==> src/utf8v_pkg.sv <==
// ----------------------------------------------------------------------------
// utf8v_pkg
// Shared types, widths and codes of the UTF-8 stream validator.
// ----------------------------------------------------------------------------
`default_nettype none

package utf8v_pkg;

  // Position counter widths
  localparam int OFF_W = 32;
  localparam int COL_W = 31;

  // Depth of the queue between classifier and checker
  localparam int QDEPTH = 4;
  localparam int QAW    = $clog2(QDEPTH);

  // Fault / status codes
  localparam logic [1:0] FAULT_NONE    = 2'd0;
  localparam logic [1:0] FAULT_INVALID = 2'd1;
  localparam logic [1:0] ST_INCOMPLETE = 2'd2;
  localparam logic [1:0] FAULT_LIMIT   = 2'd3;

  // Sequence length codes from the lead byte; zero marks a bad lead
  localparam logic [2:0] LEN_BAD = 3'd0;
  localparam logic [2:0] LEN_1   = 3'd1;
  localparam logic [2:0] LEN_2   = 3'd2;
  localparam logic [2:0] LEN_3   = 3'd3;
  localparam logic [2:0] LEN_4   = 3'd4;

  // Byte masks and bounds
  localparam logic [7:0] M_80 = 8'h80;
  localparam logic [7:0] M_C0 = 8'hC0;
  localparam logic [7:0] M_E0 = 8'hE0;
  localparam logic [7:0] M_F0 = 8'hF0;
  localparam logic [7:0] M_F8 = 8'hF8;
  localparam logic [7:0] M_1E = 8'h1E;
  localparam logic [7:0] M_0F = 8'h0F;
  localparam logic [7:0] M_20 = 8'h20;
  localparam logic [7:0] M_07 = 8'h07;
  localparam logic [7:0] M_30 = 8'h30;
  localparam logic [7:0] B_F4 = 8'hF4;
  localparam logic [7:0] B_8F = 8'h8F;

  // One classified byte as held in the queue
  typedef struct packed {
    logic [7:0] data_byte;
    logic       chunk_end;
    logic [2:0] lead_len;   // length if taken as a lead byte
    logic       lead_bad;   // overlong C0/C1 or lead above F4
    logic       is_cont;    // 10xxxxxx
  } item_t;

endpackage

`default_nettype wire

==> src/utf8v_in_if.sv <==
// ----------------------------------------------------------------------------
// utf8v_in_if
// Byte channel: one text byte and its end-of-chunk flag per beat.
// ----------------------------------------------------------------------------
`default_nettype none

interface utf8v_in_if;
  logic       valid;
  logic       ready;
  logic [7:0] data_byte;
  logic       chunk_end;

  modport source (output valid, output data_byte, output chunk_end, input ready);
  modport sink   (input valid, input data_byte, input chunk_end, output ready);
endinterface

`default_nettype wire

==> src/utf8v_out_if.sv <==
// ----------------------------------------------------------------------------
// utf8v_out_if
// Result channel: chunk status and position per beat.
// ----------------------------------------------------------------------------
`default_nettype none

interface utf8v_out_if;
  logic        valid;
  logic        ready;
  logic [1:0]  status;
  logic [31:0] offset_out;
  logic [30:0] column_out;

  modport source (output valid, output status, output offset_out, output column_out,
                  input ready);
  modport sink   (input valid, input status, input offset_out, input column_out,
                  output ready);
endinterface

`default_nettype wire

==> src/utf8v_cfg_if.sv <==
// ----------------------------------------------------------------------------
// utf8v_cfg_if
// Configuration write channel for the validate_enable register.
// ----------------------------------------------------------------------------
`default_nettype none

interface utf8v_cfg_if;
  logic valid;
  logic ready;
  logic data;

  modport source (output valid, output data, input ready);
  modport sink   (input valid, input data, output ready);
endinterface

`default_nettype wire

==> src/utf8v_front.sv <==
// ----------------------------------------------------------------------------
// utf8v_front
// Accepts byte beats and classifies each byte before it enters the queue.
// ----------------------------------------------------------------------------
`default_nettype none

module utf8v_front (
  utf8v_in_if.sink           in_bus,
  input  wire logic          q_full,
  output logic               push,
  output utf8v_pkg::item_t   push_item
);
  import utf8v_pkg::*;

  logic [7:0] b;
  logic [2:0] len;

  assign b = in_bus.data_byte;

  // Lead byte length
  always_comb begin
    if ((b & M_80) == 8'h00)      len = LEN_1;
    else if ((b & M_E0) == M_C0)  len = LEN_2;
    else if ((b & M_F0) == M_E0)  len = LEN_3;
    else if ((b & M_F8) == M_F0)  len = LEN_4;
    else                          len = LEN_BAD;
  end

  assign in_bus.ready = !q_full;
  assign push         = in_bus.valid && !q_full;

  always_comb begin
    push_item.data_byte = b;
    push_item.chunk_end = in_bus.chunk_end;
    push_item.lead_len  = len;
    // overlong two-byte lead, or four-byte lead beyond U+10FFFF range
    push_item.lead_bad  = ((len == LEN_2) && ((b & M_1E) == 8'h00)) ||
                          ((len == LEN_4) && (b > B_F4));
    push_item.is_cont   = ((b & M_C0) == M_80);
  end

endmodule

`default_nettype wire

==> src/utf8v_queue.sv <==
// ----------------------------------------------------------------------------
// utf8v_queue
// Small FIFO of classified bytes between the front and the checker.
// ----------------------------------------------------------------------------
`default_nettype none

module utf8v_queue (
  input  wire logic               clk,
  input  wire logic               rst_n,
  input  wire logic               push,
  input  wire utf8v_pkg::item_t   push_item,
  output logic                    full,
  input  wire logic               pop,
  output logic                    head_valid,
  output utf8v_pkg::item_t        head_item
);
  import utf8v_pkg::*;

  item_t          mem_r [QDEPTH];
  logic [QAW-1:0] wr_ptr_r, wr_ptr_nxt;
  logic [QAW-1:0] rd_ptr_r, rd_ptr_nxt;
  logic [QAW:0]   count_r, count_nxt;
  logic           do_pop;

  assign full       = (count_r == (QAW+1)'(QDEPTH));
  assign head_valid = (count_r != '0);
  assign head_item  = mem_r[rd_ptr_r];
  assign do_pop     = pop && head_valid;

  // Pointer and fill count
  always_comb begin
    wr_ptr_nxt = wr_ptr_r;
    rd_ptr_nxt = rd_ptr_r;
    count_nxt  = count_r;
    if (push) begin
      wr_ptr_nxt = (wr_ptr_r == QAW'(QDEPTH-1)) ? '0 : wr_ptr_r + 1'b1;
    end
    if (do_pop) begin
      rd_ptr_nxt = (rd_ptr_r == QAW'(QDEPTH-1)) ? '0 : rd_ptr_r + 1'b1;
    end
    if (push && !do_pop)      count_nxt = count_r + 1'b1;
    else if (!push && do_pop) count_nxt = count_r - 1'b1;
  end

  always_ff @(posedge clk) begin
    if (!rst_n) begin
      wr_ptr_r <= '0;
      rd_ptr_r <= '0;
      count_r  <= '0;
    end else begin
      wr_ptr_r <= wr_ptr_nxt;
      rd_ptr_r <= rd_ptr_nxt;
      count_r  <= count_nxt;
    end
  end

  // Storage, no reset
  always_ff @(posedge clk) begin
    if (push) begin
      mem_r[wr_ptr_r] <= push_item;
    end
  end

endmodule

`default_nettype wire

==> src/utf8v_back.sv <==
// ----------------------------------------------------------------------------
// utf8v_back
// Sequence checker: tracks the open sequence, faults and position counters,
// and registers one result beat at each chunk end.
// ----------------------------------------------------------------------------
`default_nettype none

module utf8v_back (
  input  wire logic               clk,
  input  wire logic               rst_n,
  input  wire logic               head_valid,
  input  wire utf8v_pkg::item_t   head_item,
  output logic                    pop,
  utf8v_cfg_if.sink               cfg_bus,
  utf8v_out_if.source             out_bus
);
  import utf8v_pkg::*;

  logic             ven_r;
  logic [1:0]       pend_r, pend_nxt;
  logic [2:0]       seq_r, seq_nxt;
  logic [7:0]       lead_r, lead_nxt;
  logic [1:0]       fault_r, fault_nxt;
  logic [OFF_W-1:0] off_r, off_nxt;
  logic [COL_W-1:0] col_r, col_nxt;

  logic             out_valid_r;
  logic [1:0]       out_status_r;
  logic [OFF_W-1:0] out_off_r;
  logic [COL_W-1:0] out_col_r;
  logic [1:0]       res_status;

  logic [2:0]       adv_len;
  logic [OFF_W:0]   off_sum;
  logic [COL_W:0]   col_sum;
  logic             off_ovf, col_ovf;
  logic [1:0]       adv_of;
  logic [1:0]       adv_res;
  logic             adv_take;
  logic [1:0]       f_c;
  logic [1:0]       pend_c;
  logic             second;
  logic [7:0]       b;

  assign b = head_item.data_byte;

  // Take a byte unless a result would be blocked
  assign pop = head_valid &&
               (!head_item.chunk_end || !out_valid_r || out_bus.ready);

  // Shared position adder: one byte, or the whole sequence at its last byte
  assign adv_len = (ven_r && (pend_r != 2'd0)) ? seq_r : LEN_1;
  assign off_sum = {1'b0, off_r} + (OFF_W+1)'(adv_len);
  assign col_sum = {1'b0, col_r} + (COL_W+1)'(adv_len);
  assign off_ovf = off_sum[OFF_W];
  assign col_ovf = col_sum[COL_W];
  assign adv_of  = ven_r ? FAULT_INVALID : FAULT_LIMIT;
  assign adv_res = off_ovf ? adv_of : (col_ovf ? FAULT_LIMIT : FAULT_NONE);

  // Continuation checks
  assign second = (({1'b0, pend_r} + 3'd1) == seq_r);
  assign pend_c = pend_r - 2'd1;
  always_comb begin
    f_c = fault_r;
    if (fault_r == FAULT_NONE) begin
      if (!head_item.is_cont) begin
        f_c = FAULT_INVALID;
      end else if (second) begin
        if ((seq_r == LEN_3) && ((lead_r & M_0F) == 8'h00) && ((b & M_20) == 8'h00))
          f_c = FAULT_INVALID;
        if ((seq_r == LEN_4) && ((lead_r & M_07) == 8'h00) && ((b & M_30) == 8'h00))
          f_c = FAULT_INVALID;
        if ((seq_r == LEN_4) && (lead_r == B_F4) && (b > B_8F))
          f_c = FAULT_INVALID;
      end
    end
  end

  // Next state for the byte at the queue head
  always_comb begin
    pend_nxt  = pend_r;
    seq_nxt   = seq_r;
    lead_nxt  = lead_r;
    fault_nxt = fault_r;
    adv_take  = 1'b0;
    if (!ven_r) begin
      pend_nxt = 2'd0;
      seq_nxt  = 3'd0;
      adv_take = (fault_r == FAULT_NONE);
    end else if (pend_r != 2'd0) begin
      pend_nxt  = pend_c;
      fault_nxt = f_c;
      adv_take  = (pend_c == 2'd0) && (f_c == FAULT_NONE);
    end else if (fault_r == FAULT_NONE) begin
      case (head_item.lead_len)
        LEN_BAD: fault_nxt = FAULT_INVALID;
        LEN_1:   adv_take  = 1'b1;
        default: begin
          lead_nxt = b;
          seq_nxt  = head_item.lead_len;
          pend_nxt = 2'(head_item.lead_len - 3'd1);
          if (head_item.lead_bad) fault_nxt = FAULT_INVALID;
        end
      endcase
    end
    if (adv_take) begin
      fault_nxt = adv_res;
    end
  end

  assign off_nxt    = (adv_take && (adv_res == FAULT_NONE)) ? off_sum[OFF_W-1:0] : off_r;
  assign col_nxt    = (adv_take && (adv_res == FAULT_NONE)) ? col_sum[COL_W-1:0] : col_r;
  assign res_status = (pend_nxt != 2'd0) ? ST_INCOMPLETE : fault_nxt;

  // Sequence state; chunk end clears all but the position
  always_ff @(posedge clk) begin
    if (!rst_n) begin
      pend_r  <= 2'd0;
      seq_r   <= 3'd0;
      lead_r  <= 8'h00;
      fault_r <= FAULT_NONE;
      off_r   <= '0;
      col_r   <= COL_W'(1);
    end else if (pop) begin
      off_r <= off_nxt;
      col_r <= col_nxt;
      if (head_item.chunk_end) begin
        pend_r  <= 2'd0;
        seq_r   <= 3'd0;
        lead_r  <= 8'h00;
        fault_r <= FAULT_NONE;
      end else begin
        pend_r  <= pend_nxt;
        seq_r   <= seq_nxt;
        lead_r  <= lead_nxt;
        fault_r <= fault_nxt;
      end
    end
  end

  // Configuration register
  assign cfg_bus.ready = 1'b1;
  always_ff @(posedge clk) begin
    if (!rst_n) begin
      ven_r <= 1'b1;
    end else if (cfg_bus.valid) begin
      ven_r <= cfg_bus.data;
    end
  end

  // Result register
  always_ff @(posedge clk) begin
    if (!rst_n) begin
      out_valid_r <= 1'b0;
    end else if (pop && head_item.chunk_end) begin
      out_valid_r <= 1'b1;
    end else if (out_bus.ready) begin
      out_valid_r <= 1'b0;
    end
  end

  always_ff @(posedge clk) begin
    if (pop && head_item.chunk_end) begin
      out_status_r <= res_status;
      out_off_r    <= off_nxt;
      out_col_r    <= col_nxt;
    end
  end

  assign out_bus.valid      = out_valid_r;
  assign out_bus.status     = out_status_r;
  assign out_bus.offset_out = out_off_r;
  assign out_bus.column_out = out_col_r;

endmodule

`default_nettype wire

==> src/utf8_stream_validator.sv <==
// ----------------------------------------------------------------------------
// utf8_stream_validator
// A chunk's last byte passes the byte queue; its result is then registered.
// Throughput: one byte per cycle, set by the sequence checker, while no chunk
// end waits on a held result; a four-entry queue parts byte intake from that stall.
// Reset (rst_n low, synchronous): queue empty, no result pending, offset 0,
// column 1, validation enabled.
// ----------------------------------------------------------------------------
`default_nettype none

module utf8_stream_validator (
  input  wire logic    clk,
  input  wire logic    rst_n,
  utf8v_in_if.sink     in_bus,
  utf8v_out_if.source  out_bus,
  utf8v_cfg_if.sink    cfg_bus
);
  import utf8v_pkg::*;

  logic  push, q_full, pop, head_valid;
  item_t push_item, head_item;

  // Intake and classification
  utf8v_front u_front (
    .in_bus    (in_bus),
    .q_full    (q_full),
    .push      (push),
    .push_item (push_item)
  );

  // Byte queue
  utf8v_queue u_queue (
    .clk        (clk),
    .rst_n      (rst_n),
    .push       (push),
    .push_item  (push_item),
    .full       (q_full),
    .pop        (pop),
    .head_valid (head_valid),
    .head_item  (head_item)
  );

  // Sequence checker and result
  utf8v_back u_back (
    .clk        (clk),
    .rst_n      (rst_n),
    .head_valid (head_valid),
    .head_item  (head_item),
    .pop        (pop),
    .cfg_bus    (cfg_bus),
    .out_bus    (out_bus)
  );

endmodule

`default_nettype wire

==> src/flat_wrapper.sv <==
// flat-port wrapper written by rule: the top's interface ports become plain ports
module utf8_stream_validator_flat import utf8v_pkg::*;
  (clk, rst_n, in_bus_valid, in_bus_data_byte, in_bus_chunk_end, in_bus_ready, out_bus_valid, out_bus_status, out_bus_offset_out, out_bus_column_out, out_bus_ready, cfg_bus_valid, cfg_bus_data, cfg_bus_ready);
  utf8v_in_if in_bus_i ();
  utf8v_out_if out_bus_i ();
  utf8v_cfg_if cfg_bus_i ();
  input  wire logic clk;
  input  wire logic rst_n;
  input wire logic [$bits(in_bus_i.valid)-1:0] in_bus_valid;
  input wire logic [$bits(in_bus_i.data_byte)-1:0] in_bus_data_byte;
  input wire logic [$bits(in_bus_i.chunk_end)-1:0] in_bus_chunk_end;
  output wire logic [$bits(in_bus_i.ready)-1:0] in_bus_ready;
  output wire logic [$bits(out_bus_i.valid)-1:0] out_bus_valid;
  output wire logic [$bits(out_bus_i.status)-1:0] out_bus_status;
  output wire logic [$bits(out_bus_i.offset_out)-1:0] out_bus_offset_out;
  output wire logic [$bits(out_bus_i.column_out)-1:0] out_bus_column_out;
  input wire logic [$bits(out_bus_i.ready)-1:0] out_bus_ready;
  input wire logic [$bits(cfg_bus_i.valid)-1:0] cfg_bus_valid;
  input wire logic [$bits(cfg_bus_i.data)-1:0] cfg_bus_data;
  output wire logic [$bits(cfg_bus_i.ready)-1:0] cfg_bus_ready;
  assign in_bus_i.valid = in_bus_valid;
  assign in_bus_i.data_byte = in_bus_data_byte;
  assign in_bus_i.chunk_end = in_bus_chunk_end;
  assign in_bus_ready = in_bus_i.ready;
  assign out_bus_valid = out_bus_i.valid;
  assign out_bus_status = out_bus_i.status;
  assign out_bus_offset_out = out_bus_i.offset_out;
  assign out_bus_column_out = out_bus_i.column_out;
  assign out_bus_i.ready = out_bus_ready;
  assign cfg_bus_i.valid = cfg_bus_valid;
  assign cfg_bus_i.data = cfg_bus_data;
  assign cfg_bus_ready = cfg_bus_i.ready;
  utf8_stream_validator u_core (.clk(clk), .rst_n(rst_n), .in_bus(in_bus_i), .out_bus(out_bus_i), .cfg_bus(cfg_bus_i));
endmodule
==> config.mk <==
export PLATFORM = sky130hd
export DESIGN_NAME = utf8_stream_validator_flat
export DESIGN_NICKNAME = d
export VERILOG_FILES = /design/src/utf8v_pkg.sv /design/src/utf8v_in_if.sv /design/src/utf8v_out_if.sv /design/src/utf8v_cfg_if.sv /design/src/utf8v_front.sv /design/src/utf8v_queue.sv /design/src/utf8v_back.sv /design/src/utf8_stream_validator.sv /design/src/flat_wrapper.sv
export SDC_FILE = /design/constraint.sdc
export NUM_CORES = 1
export LEC_CHECK = 0
export ABC_AREA = 1
export BUFFER_PORTS_ARGS = -buffer_cell sky130_fd_sc_hd__buf_2
export CORE_ASPECT_RATIO = 0.75
export CORE_MARGIN = 2
export CORE_UTILIZATION = 45
export CTS_BUF_LIST = sky130_fd_sc_hd__clkbuf_16
export CTS_CLUSTER_DIAMETER = 30
export CTS_CLUSTER_SIZE = 30
export DETAILED_ROUTE_END_ITERATION = 7
export HOLD_SLACK_MARGIN = 0.06
export REMOVE_ABC_BUFFERS = 1
export SKIP_LAST_GASP = 1
export SYNTH_ARGS = -nofsm -noshare
export SYNTH_HDL_FRONTEND = slang
export SYNTH_SLANG_ARGS = --single-unit
==> constraint.sdc <==
create_clock -name clk -period 9.3 [get_ports clk]
set_input_delay 1.395 -clock clk [delete_from_list [all_inputs] [get_ports clk]]
set_output_delay 1.395 -clock clk [all_outputs]
set_load 0.02 [all_outputs]
==> key figures, run 1 <==
Run status
  • Outcome: finished clean

Logic synthesis
  • Distinct cells, synth: 48
  • Syn Area/Cell: 8.09 sq um
  • Warnings, synthesis: 0
  • Synth Flop Type: edfxtp_1
  • EDFF count, synth: 121
  • Post-synthesis register bit count: 210
  • Cells after Synth: 1360
  • Post-Syn Area: 11000 sq um
  • Ys async rst share: 0%
  • Register area share after synthesis: 49.2%

STA
  • Final-report setup violation count: 0
  • Slew @ Worst Pin: 0.970 ns
  • Setup TNS: 0 ns
  • Hold WS: 0.464 ns
  • Final Max Tran Viols: 0
  • Fmax: 0.225 GHz
  • RSZ-0062 raised after global routing: false
  • Layout Skew: 0.0123 ns
  • Max-slew headroom: 35.4%
  • Final Cycle Share: 47.7%
  • Final hold vios: 0
  • Period minus WS final: 4.44 ns

Die
  • Die Y: 139 um
  • IO Pins: 83
  • Die X: 185 um
  • Row count: 49
  • Initial Util: 45.9%
  • Core ar.: 24000 sq um
  • Die area: 25700 sq um

Pwr
  • Leakage: 6.05 nW
  • P per Cell Area: 400 nW/um^2
  • Maximum VDD drop: 0.187 mV

Worst setup path
  • CP arrival: 4.84 ns
  • Startpoint Class: register
  • RR Endpoint: u_core.u_back.col_r[0]
  • Crit-path max FO: 38
  • Crit end category: register
  • Worst r2r src: u_core.u_back.pend_r[0]
  • Max stage delay cell, worst path: buf_4
  • CP delay by family, top: simple AND/OR/NAND/NOR gates
  • Buf/Inv on CP: 5
  • Flop2flop setup slack: 4.86 ns
  • CP peak stage delay: 0.54 ns
  • Cell count of the worst reg-to-reg path: 19
  • CP Cell Sequence: inv_1, ha_1, nor2_1, inv_1, or2_2, ha_1, fa_1, a21oi_1, nor2_1, nand4_1, inv_1, nand2_1, nand2_1, inv_2, nand3_2, buf_4, or2_0, nand3_1, nand2_1
  • Critical Path RT: 9.71 ns
  • Setup CP Type: register to register

GRT
  • Vias in the first global route: 8538
  • First-pass GRT wire length: 44700 um
  • Aggregate global-route resource usage: 21.6%
  • Largest net degree at the start of global routing: 84
  • Grt total ovfl: 0
  • Antenna violations before repair: 0

Place
  • Port Buffer Count: 81
  • Placed cell areas: 11600 sq um
  • Routability Congestion: 0.870
  • Hpwl dp: 17600 um

Routing
  • First DRT Iteration DRCs: 783
  • Vias: 9306
  • First-pass detailed-route iteration total: 6
  • Drc violations: 0
  • DR WL/cell: 15.4 um
  • Detailed-route wire length: 27700 um
  • Avg Vias per Cell: 5.17
  • Remaining antenna violation count: 0

Clock network
  • CTS resizes: 0
  • Clk pin slew, worst setup/hold paths: 0.05 ns
  • CTS Buffer Depth: 3
  • Root Buffer Master: clkbuf_16
  • Worst skew pair latency: 0.52 ns
  • Hold buffer count at CTS: 0
  • TritonCTS Sinks: 210
  • Post-CTS Setup Inserts: 0
  • CTS Buf Count: 40
  • CTS tree: yes
  • H-tree levels: 2

Hold path
  • Hold Crit Depth: 2
  • Worst Hold End: u_core.u_back.lead_r[6]
  • Min-delay src: u_core.u_back.lead_r[6]
  • HP Class: register to register

Layout
  • Fin area: 13100 sq um
  • Number of diodes: 0
  • Nets: 1472
  • Synth-to-layout area growth: 18.8%
  • Ratio of cells with drive above 1 in the final layout: 12.9%

Run
  • Max Cap Viol: 0
## synth_stat cells, types with 11 or more instances
master | count | share of area (%)
buf_1 | 11 | 0.38
o21ai_0 | 25 | 1.1
a21oi_1 | 76 | 3.5
dfxtp_1 | 89 | 16
inv_1 | 166 | 5.7
clkbuf_1 | 28 | 0.96
nor2_1 | 96 | 3.3
ha_1 | 17 | 1.9
nand2_1 | 357 | 12
nand4_1 | 81 | 4.6
nor3_1 | 29 | 1.3
edfxtp_1 | 121 | 33
nand3_1 | 121 | 5.5
buf_2 | 11 | 0.50
nand2_2 | 11 | 0.63
xor2_1 | 57 | 4.5
## state kept, by name, indices dropped and copies added (netlist names), named ones only
| name | count |
|---|---|
| u_core.u_back.pend_r | 2 |
| u_core.u_back.col_r | 31 |
| u_core.u_back.lead_r | 8 |
| u_core.u_queue.wr_ptr_r | 2 |
| u_core.u_back.out_bus.column_out | 31 |
| u_core.u_back.seq_r | 3 |
| u_core.u_queue.rd_ptr_r | 2 |
| u_core.u_back.off_r | 32 |
| u_core.u_back.ven_r | 1 |
| u_core.u_queue.mem_r | 56 |
| u_core.u_back.out_bus.valid | 1 |
| u_core.u_back.out_bus.status | 2 |
| u_core.u_back.fault_r | 2 |
| u_core.u_back.out_bus.offset_out | 32 |
| u_core.u_queue.count_r | 3 |
## how the worst max path moves through the flow
stage	start	end	slack, ns	depth (start not counted)
after floorplan	register	u_core.u_back.out_bus.column_out[0]	3.94	6
after CTS	u_core.u_back.pend_r[0]	u_core.u_back.col_r[0]	4.84	19
after global routing	u_core.u_back.pend_r[0]	u_core.u_back.col_r[11]	4.43	20
after global placement	u_core.u_back.pend_r[0]	u_core.u_back.col_r[0]	5.03	19
after detailed placement	u_core.u_back.pend_r[0]	u_core.u_back.col_r[0]	4.87	19
final	u_core.u_back.pend_r[0]	u_core.u_back.col_r[0]	4.86	19
## per-layer routing
metal	up-vias	track usage [%]	wire length, um
li1	4692	-	-
met1	4316	32.6	13800
met2	259	31.9	11900
met3	39	3.66	1530
met4	0	5.85	463
met5	-	0	0
## worst register-to-register path, cell delays in order (launching register included)
cell and delay (ns):
dfxtp_1 0.47, inv_1 0.08, ha_1 0.27, nor2_1 0.17, inv_1 0.08, or2_2 0.32, ha_1 0.24, fa_1 0.41
a21oi_1 0.22, nor2_1 0.13, nand4_1 0.14, inv_1 0.05, nand2_1 0.13, nand2_1 0.10, inv_2 0.07, nand3_2 0.52
buf_4 0.55, or2_0 0.27, nand3_1 0.06, nand2_1 0.06
## report_power, final
group          switching [mW]  internal, mW  total, mW
sequential              0.265          1.44       1.71
clock                   0.493          1.03       1.52
combinational            1.37         0.623       1.99
## cells by family (layout without fill, tap and decap cells)
logic type | count (synthesis) | count (layout) | synth area share [%]
AOI/OAI and AO/OA | 121 | 121 | 6.03
xor gates and xnor gates | 58 | 58 | 4.62
adders and majority gates | 20 | 20 | 2.48
buffers and inverters | 231 | 340 | 8.56
DFF | 210 | 210 | 49.2
other | 1 | 1 | 0.0341
and+or+nand+nor | 719 | 719 | 29.0
## final cells by class
type,instances,area [sq um]
tap,331,414
clock inverter,33,404
timing repair buffer,94,503
inverter,172,646
clock buffer,41,1030
multi-input combinational,919,4660
fill,2216,10900
sequential,210,5420
## cells in the final DEF (no fill, tap or decap), types with 6 or more instances in the layout
cell type	Yosys	layout
inv_2	4	6
ha_1	17	17
clkinv_2	0	7
o21ai_0	25	25
buf_2	11	81
nor2_1	96	95
edfxtp_1	121	121
buf_4	2	13
a21oi_1	76	76
nand3_1	121	121
clkbuf_16	0	41
nand2_1	357	356
inv_1	166	167
nand4_1	81	81
bufinv_16	0	8
nand2_2	11	12
nor4_1	10	10
xor2_1	57	57
inv_6	0	6
dfxtp_1	89	89
nor3_1	29	29
## stage by stage
stage          worst slack (ns)  util, %  power, mW  std cells
6_report                   4.86     54.5       5.22       1800
5_1_grt                    4.43     54.5       5.59       1800
4_1_cts                    4.84     54.5       5.25       1800
3_5_place_dp               4.87     48.5       3.70       1726
3_3_place_gp               5.03     48.5       3.68       1726
2_1_floorplan              3.94        -       3.10       1301
No activity file was read; power rests on OpenSTA's default activity.
==> inputs of run 2 (changes only) <==
--- a/config.mk
+++ b/config.mk
@@ -5,7 +5,7 @@
 export SDC_FILE = /design/constraint.sdc
 export NUM_CORES = 1
 export LEC_CHECK = 0
-export ABC_AREA = 1
+export ABC_AREA = 0
 export BUFFER_PORTS_ARGS = -buffer_cell sky130_fd_sc_hd__buf_2
 export CORE_ASPECT_RATIO = 0.75
 export CORE_MARGIN = 2
==> constraint.sdc (replaced) <==
create_clock -name clk -period 4.51 [get_ports clk]
set_input_delay 0.6765 -clock clk [delete_from_list [all_inputs] [get_ports clk]]
set_output_delay 0.6765 -clock clk [all_outputs]
set_load 0.02 [all_outputs]
==> run 2 against run 1 <==
Against the previous run:
- maximum frequency grew 15%
- clock-buffer cell count unchanged
- clock power grew 91%
- sequential share of layout area rose by 3.9 points
- cell count down 28%
- register-to-register slack worse by 4.2 ns
- global-route usage is 3.7 points lower
- clock skew is 0.0033 ns higher
- total power is 47% higher
- sequential cell count unchanged
- highest routed layer unchanged
==> key figures, run 2 <==
Run status
  • Outcome: finished clean

Logic synthesis
  • Post-synthesis register bit count: 210 (unchanged)
  • Syn Area/Cell: 11.2 sq um (+38%)
  • EDFF count, synth: 121 (unchanged)
  • Warnings, synthesis: 0 (unchanged)
  • Post-synth top area cell: edfxtp_1
  • Cells after Synth: 885 (-35%)
  • Synth Flop Type: edfxtp_1
  • Distinct cells, synth: 60 (+25%)
  • Post-Syn Area: 9910 sq um (-9.9%)
  • Register area share after synthesis: 54.7% (+5.4 points)
  • Synth top area cells: edfxtp_1 (37%), dfxtp_1 (18%), xor2_1 (8.1%)
  • Commonest cells in the netlist: edfxtp_1 (121), xor2_1 (92), dfxtp_1 (89), nand2_1 (81), nor2_1 (55)
  • Ys async rst share: 0% (unchanged)
  • Count leader, synth: edfxtp_1
  • Area share of the largest cell type after synthesis: 36.7% (+3.6 points)

Worst setup path
  • Crit-path max FO: 30 (-21%)
  • Setup CP Type: register to register
  • Critical Path RT: 4.75 ns (-4.96 ns)
  • CP arrival: 4.09 ns (-0.75 ns)
  • Startpoint Class: register
  • Crit end category: register

Clock network
  • CTS tree: yes
  • CTS Buf Count: 41 (+2.5%)
  • CTS Buffer Depth: 3 (unchanged)
  • Post-CTS Setup Inserts: 0 (unchanged)
  • H-tree levels: 2 (unchanged)
  • Clk pin slew, worst setup/hold paths: 0.05 ns (about the same)
  • Root Buffer Master: clkbuf_16
  • TritonCTS Sinks: 210 (unchanged)
  • CTS resizes: 0 (unchanged)
  • Worst skew pair latency: 0.51 ns (about the same)
  • Hold buffer count at CTS: 0 (unchanged)

Pwr
  • Maximum VDD drop: 0.308 mV (+64%)
  • P per Cell Area: 642 nW/um^2 (+61%)
  • Leakage: 5.01 nW (-17%)
  • Power Total: 7.66 mW (+47%)

GRT
  • First-pass GRT wire length: 33500 um (-25%)
  • Vias in the first global route: 6278 (-26%)
  • Aggregate global-route resource usage: 17.9% (-3.7 points)
  • Largest net degree at the start of global routing: 65 (-23%)
  • Antenna violations before repair: 0 (unchanged)
  • Grt total ovfl: 0 (unchanged)

Die
  • Core ar.: 21400 sq um (-11%)
  • Die X: 175 um (-5.0%)
  • IO Pins: 83 (unchanged)
  • Die area: 23200 sq um (-9.7%)
  • Die Y: 133 um (-4.9%)
  • Row count: 46 (-6.1%)
  • Initial Util: 46.4% (+0.53 points)

Routing
  • Drc violations: 0 (unchanged)
  • DR WL/cell: 16.1 um (+4.5%)
  • First DRT Iteration DRCs: 297 (-62%)
  • Vias: 6597 (-29%)
  • Remaining antenna violation count: 0 (unchanged)
  • Avg Vias per Cell: 5.09 (-1.6%)
  • First-pass detailed-route iteration total: 8 (+2)
  • Detailed-route wire length: 20800 um (-25%)

STA
  • Final Cycle Share: 85.2% (+38 points)
  • Fin worst setup slack: 0.667 ns (-4.20 ns)
  • Slew @ Worst Pin: 1.04 ns (+0.0734 ns)
  • Final Max Tran Viols: 0 (unchanged)
  • Setup TNS: 0 ns (unchanged)
  • Max-slew headroom: 30.5% (-4.9 points)
  • Layout Skew: 0.0156 ns (+0.00332 ns)
  • Fmax: 0.260 GHz (+15%)
  • RSZ-0062 raised after global routing: false
  • Final hold vios: 0 (unchanged)
  • Final-report setup violation count: 0 (unchanged)
  • Period minus WS final: 3.84 ns (-0.592 ns)

Layout
  • Finished Layout Cells: 1297 (-28%)
  • Most common cell after layout, fill and taps aside: edfxtp_1
  • Synth-to-layout area growth: 20.4%
  • Most flops, register: u_core.u_queue.mem_r
  • Most frequent cells in the layout: edfxtp_1 (121), xor2_1 (92), dfxtp_1 (89), nand2_1 (81), buf_2 (81)
  • Nets: 1012 (-31%)
  • Ratio of cells with drive above 1 in the final layout: 19.7% (+6.9 points)
  • Fill count: 1847 (-17%)
  • Max FFs per register: 56 (unchanged)
  • Finished Core Util: 55.9% (+1.4 points)
  • Number of diodes: 0 (unchanged)

Run
  • Max Cap Viol: 0 (unchanged)

Place
  • Dpl ws: 0.698 ns (-4.17 ns)
  • Routability Congestion: 0.804 (-7.6%)
  • Placed cells: 1222 (-29%)
  • Hpwl dp: 13600 um (-23%)
  • Port Buffer Count: 81 (unchanged)

Hold path
  • HP Class: input pin to register
-- run 2: changes by cell type after synthesis, sizes merged, moves of 18 or more --
cell	previous run	this run
nor3	31	59
nor2b	0	18
nand3	122	28
a21oi	76	14
nor2	97	55
nand4	81	19
and2	2	49
xor2	57	92
inv	170	21
nand2	368	81
-- run 2: layout make-up --
| class | count | area [sq um] | area share, % |
|---|---|---|---|
| repair buffers | 95 | 523 | 4.38 |
| well taps | 288 | 360 | 3.02 |
| clock buffers | 41 | 1030 | 8.60 |
| clock inverters | 34 | 315 | 2.64 |
| flip-flops and latches | 210 | 5420 | 45.4 |
| multi-input cells | 607 | 4210 | 35.3 |
| inverters | 22 | 82.6 | 0.692 |
-- run 2: kinds of logic (layout without fill, tap and decap cells) --
family | after synthesis | count (layout) | share of synthesized area, %
AOI/OAI and AO/OA | 57 | 57 | 3.90
xor gates and xnor gates | 110 | 110 | 9.72
adders and majority gates | 20 | 20 | 2.75
buffers and inverters | 68 | 192 | 2.94
DFF | 210 | 210 | 54.7
muxes | 32 | 32 | 4.90
other | 1 | 1 | 0.0378
and+or+nand+nor | 387 | 387 | 21.1
-- run 2: per-stage QoR --
step / hold slack, ns / instance area, sq um
final: 0.392 / 11900
after global routing: 0.381 / 11900
after CTS: 0.374 / 11900
after detailed placement: 0.472 / 10600
after global placement: 0.466 / 10600
after floorplan: 0.448 / 9700
-- run 2: routing by layer --
| metal | up-vias | GRT usage (%) | wire length [um] |
|---|---|---|---|
| li1 | 3309 | - | - |
| met1 | 3112 | 28.4 | 11100 |
| met2 | 150 | 24.2 | 8340 |
| met3 | 26 | 3.82 | 1090 |
| met4 | 0 | 5.23 | 297 |
| met5 | - | 0 | 0 |
-- run 2: path summary, 6_finish.rpt --
kind / cells past startpoint / startpoint / to / slack, ns
worst max-delay path: 13 / u_core.u_back.pend_r[0] / u_core.u_back.out_bus.column_out[10] / 0.67
worst min-delay path: 1 / in_bus_chunk_end / u_core.u_queue.mem_r[1][5] / 0.39
worst max register to register: 13 / u_core.u_back.pend_r[0] / u_core.u_back.out_bus.column_out[10] / 0.67
worst min register to register: 2 / u_core.u_back.off_r[23] / u_core.u_back.off_r[23] / 0.48
-- run 2: critical path, stage by stage (launching register included) --
cell	delay (ns)
dfxtp_1	0.43
inv_1	0.09
ha_1	0.30
or3_1	0.37
ha_1	0.23
fa_1	0.41
a21o_1	0.24
nor4b_2	0.18
nand4_1	0.15
nand3b_1	0.11
or2_2	0.48
buf_12	0.25
nor4_4	0.22
xor2_1	0.11
-- run 2: power breakdown --
part	switching, mW	internal (mW)	leakage, nW
clock network	1.01	1.90	0.652
registers	0.155	2.47	1.88
logic	1.44	0.691	2.48
total	2.60	5.06	5.01
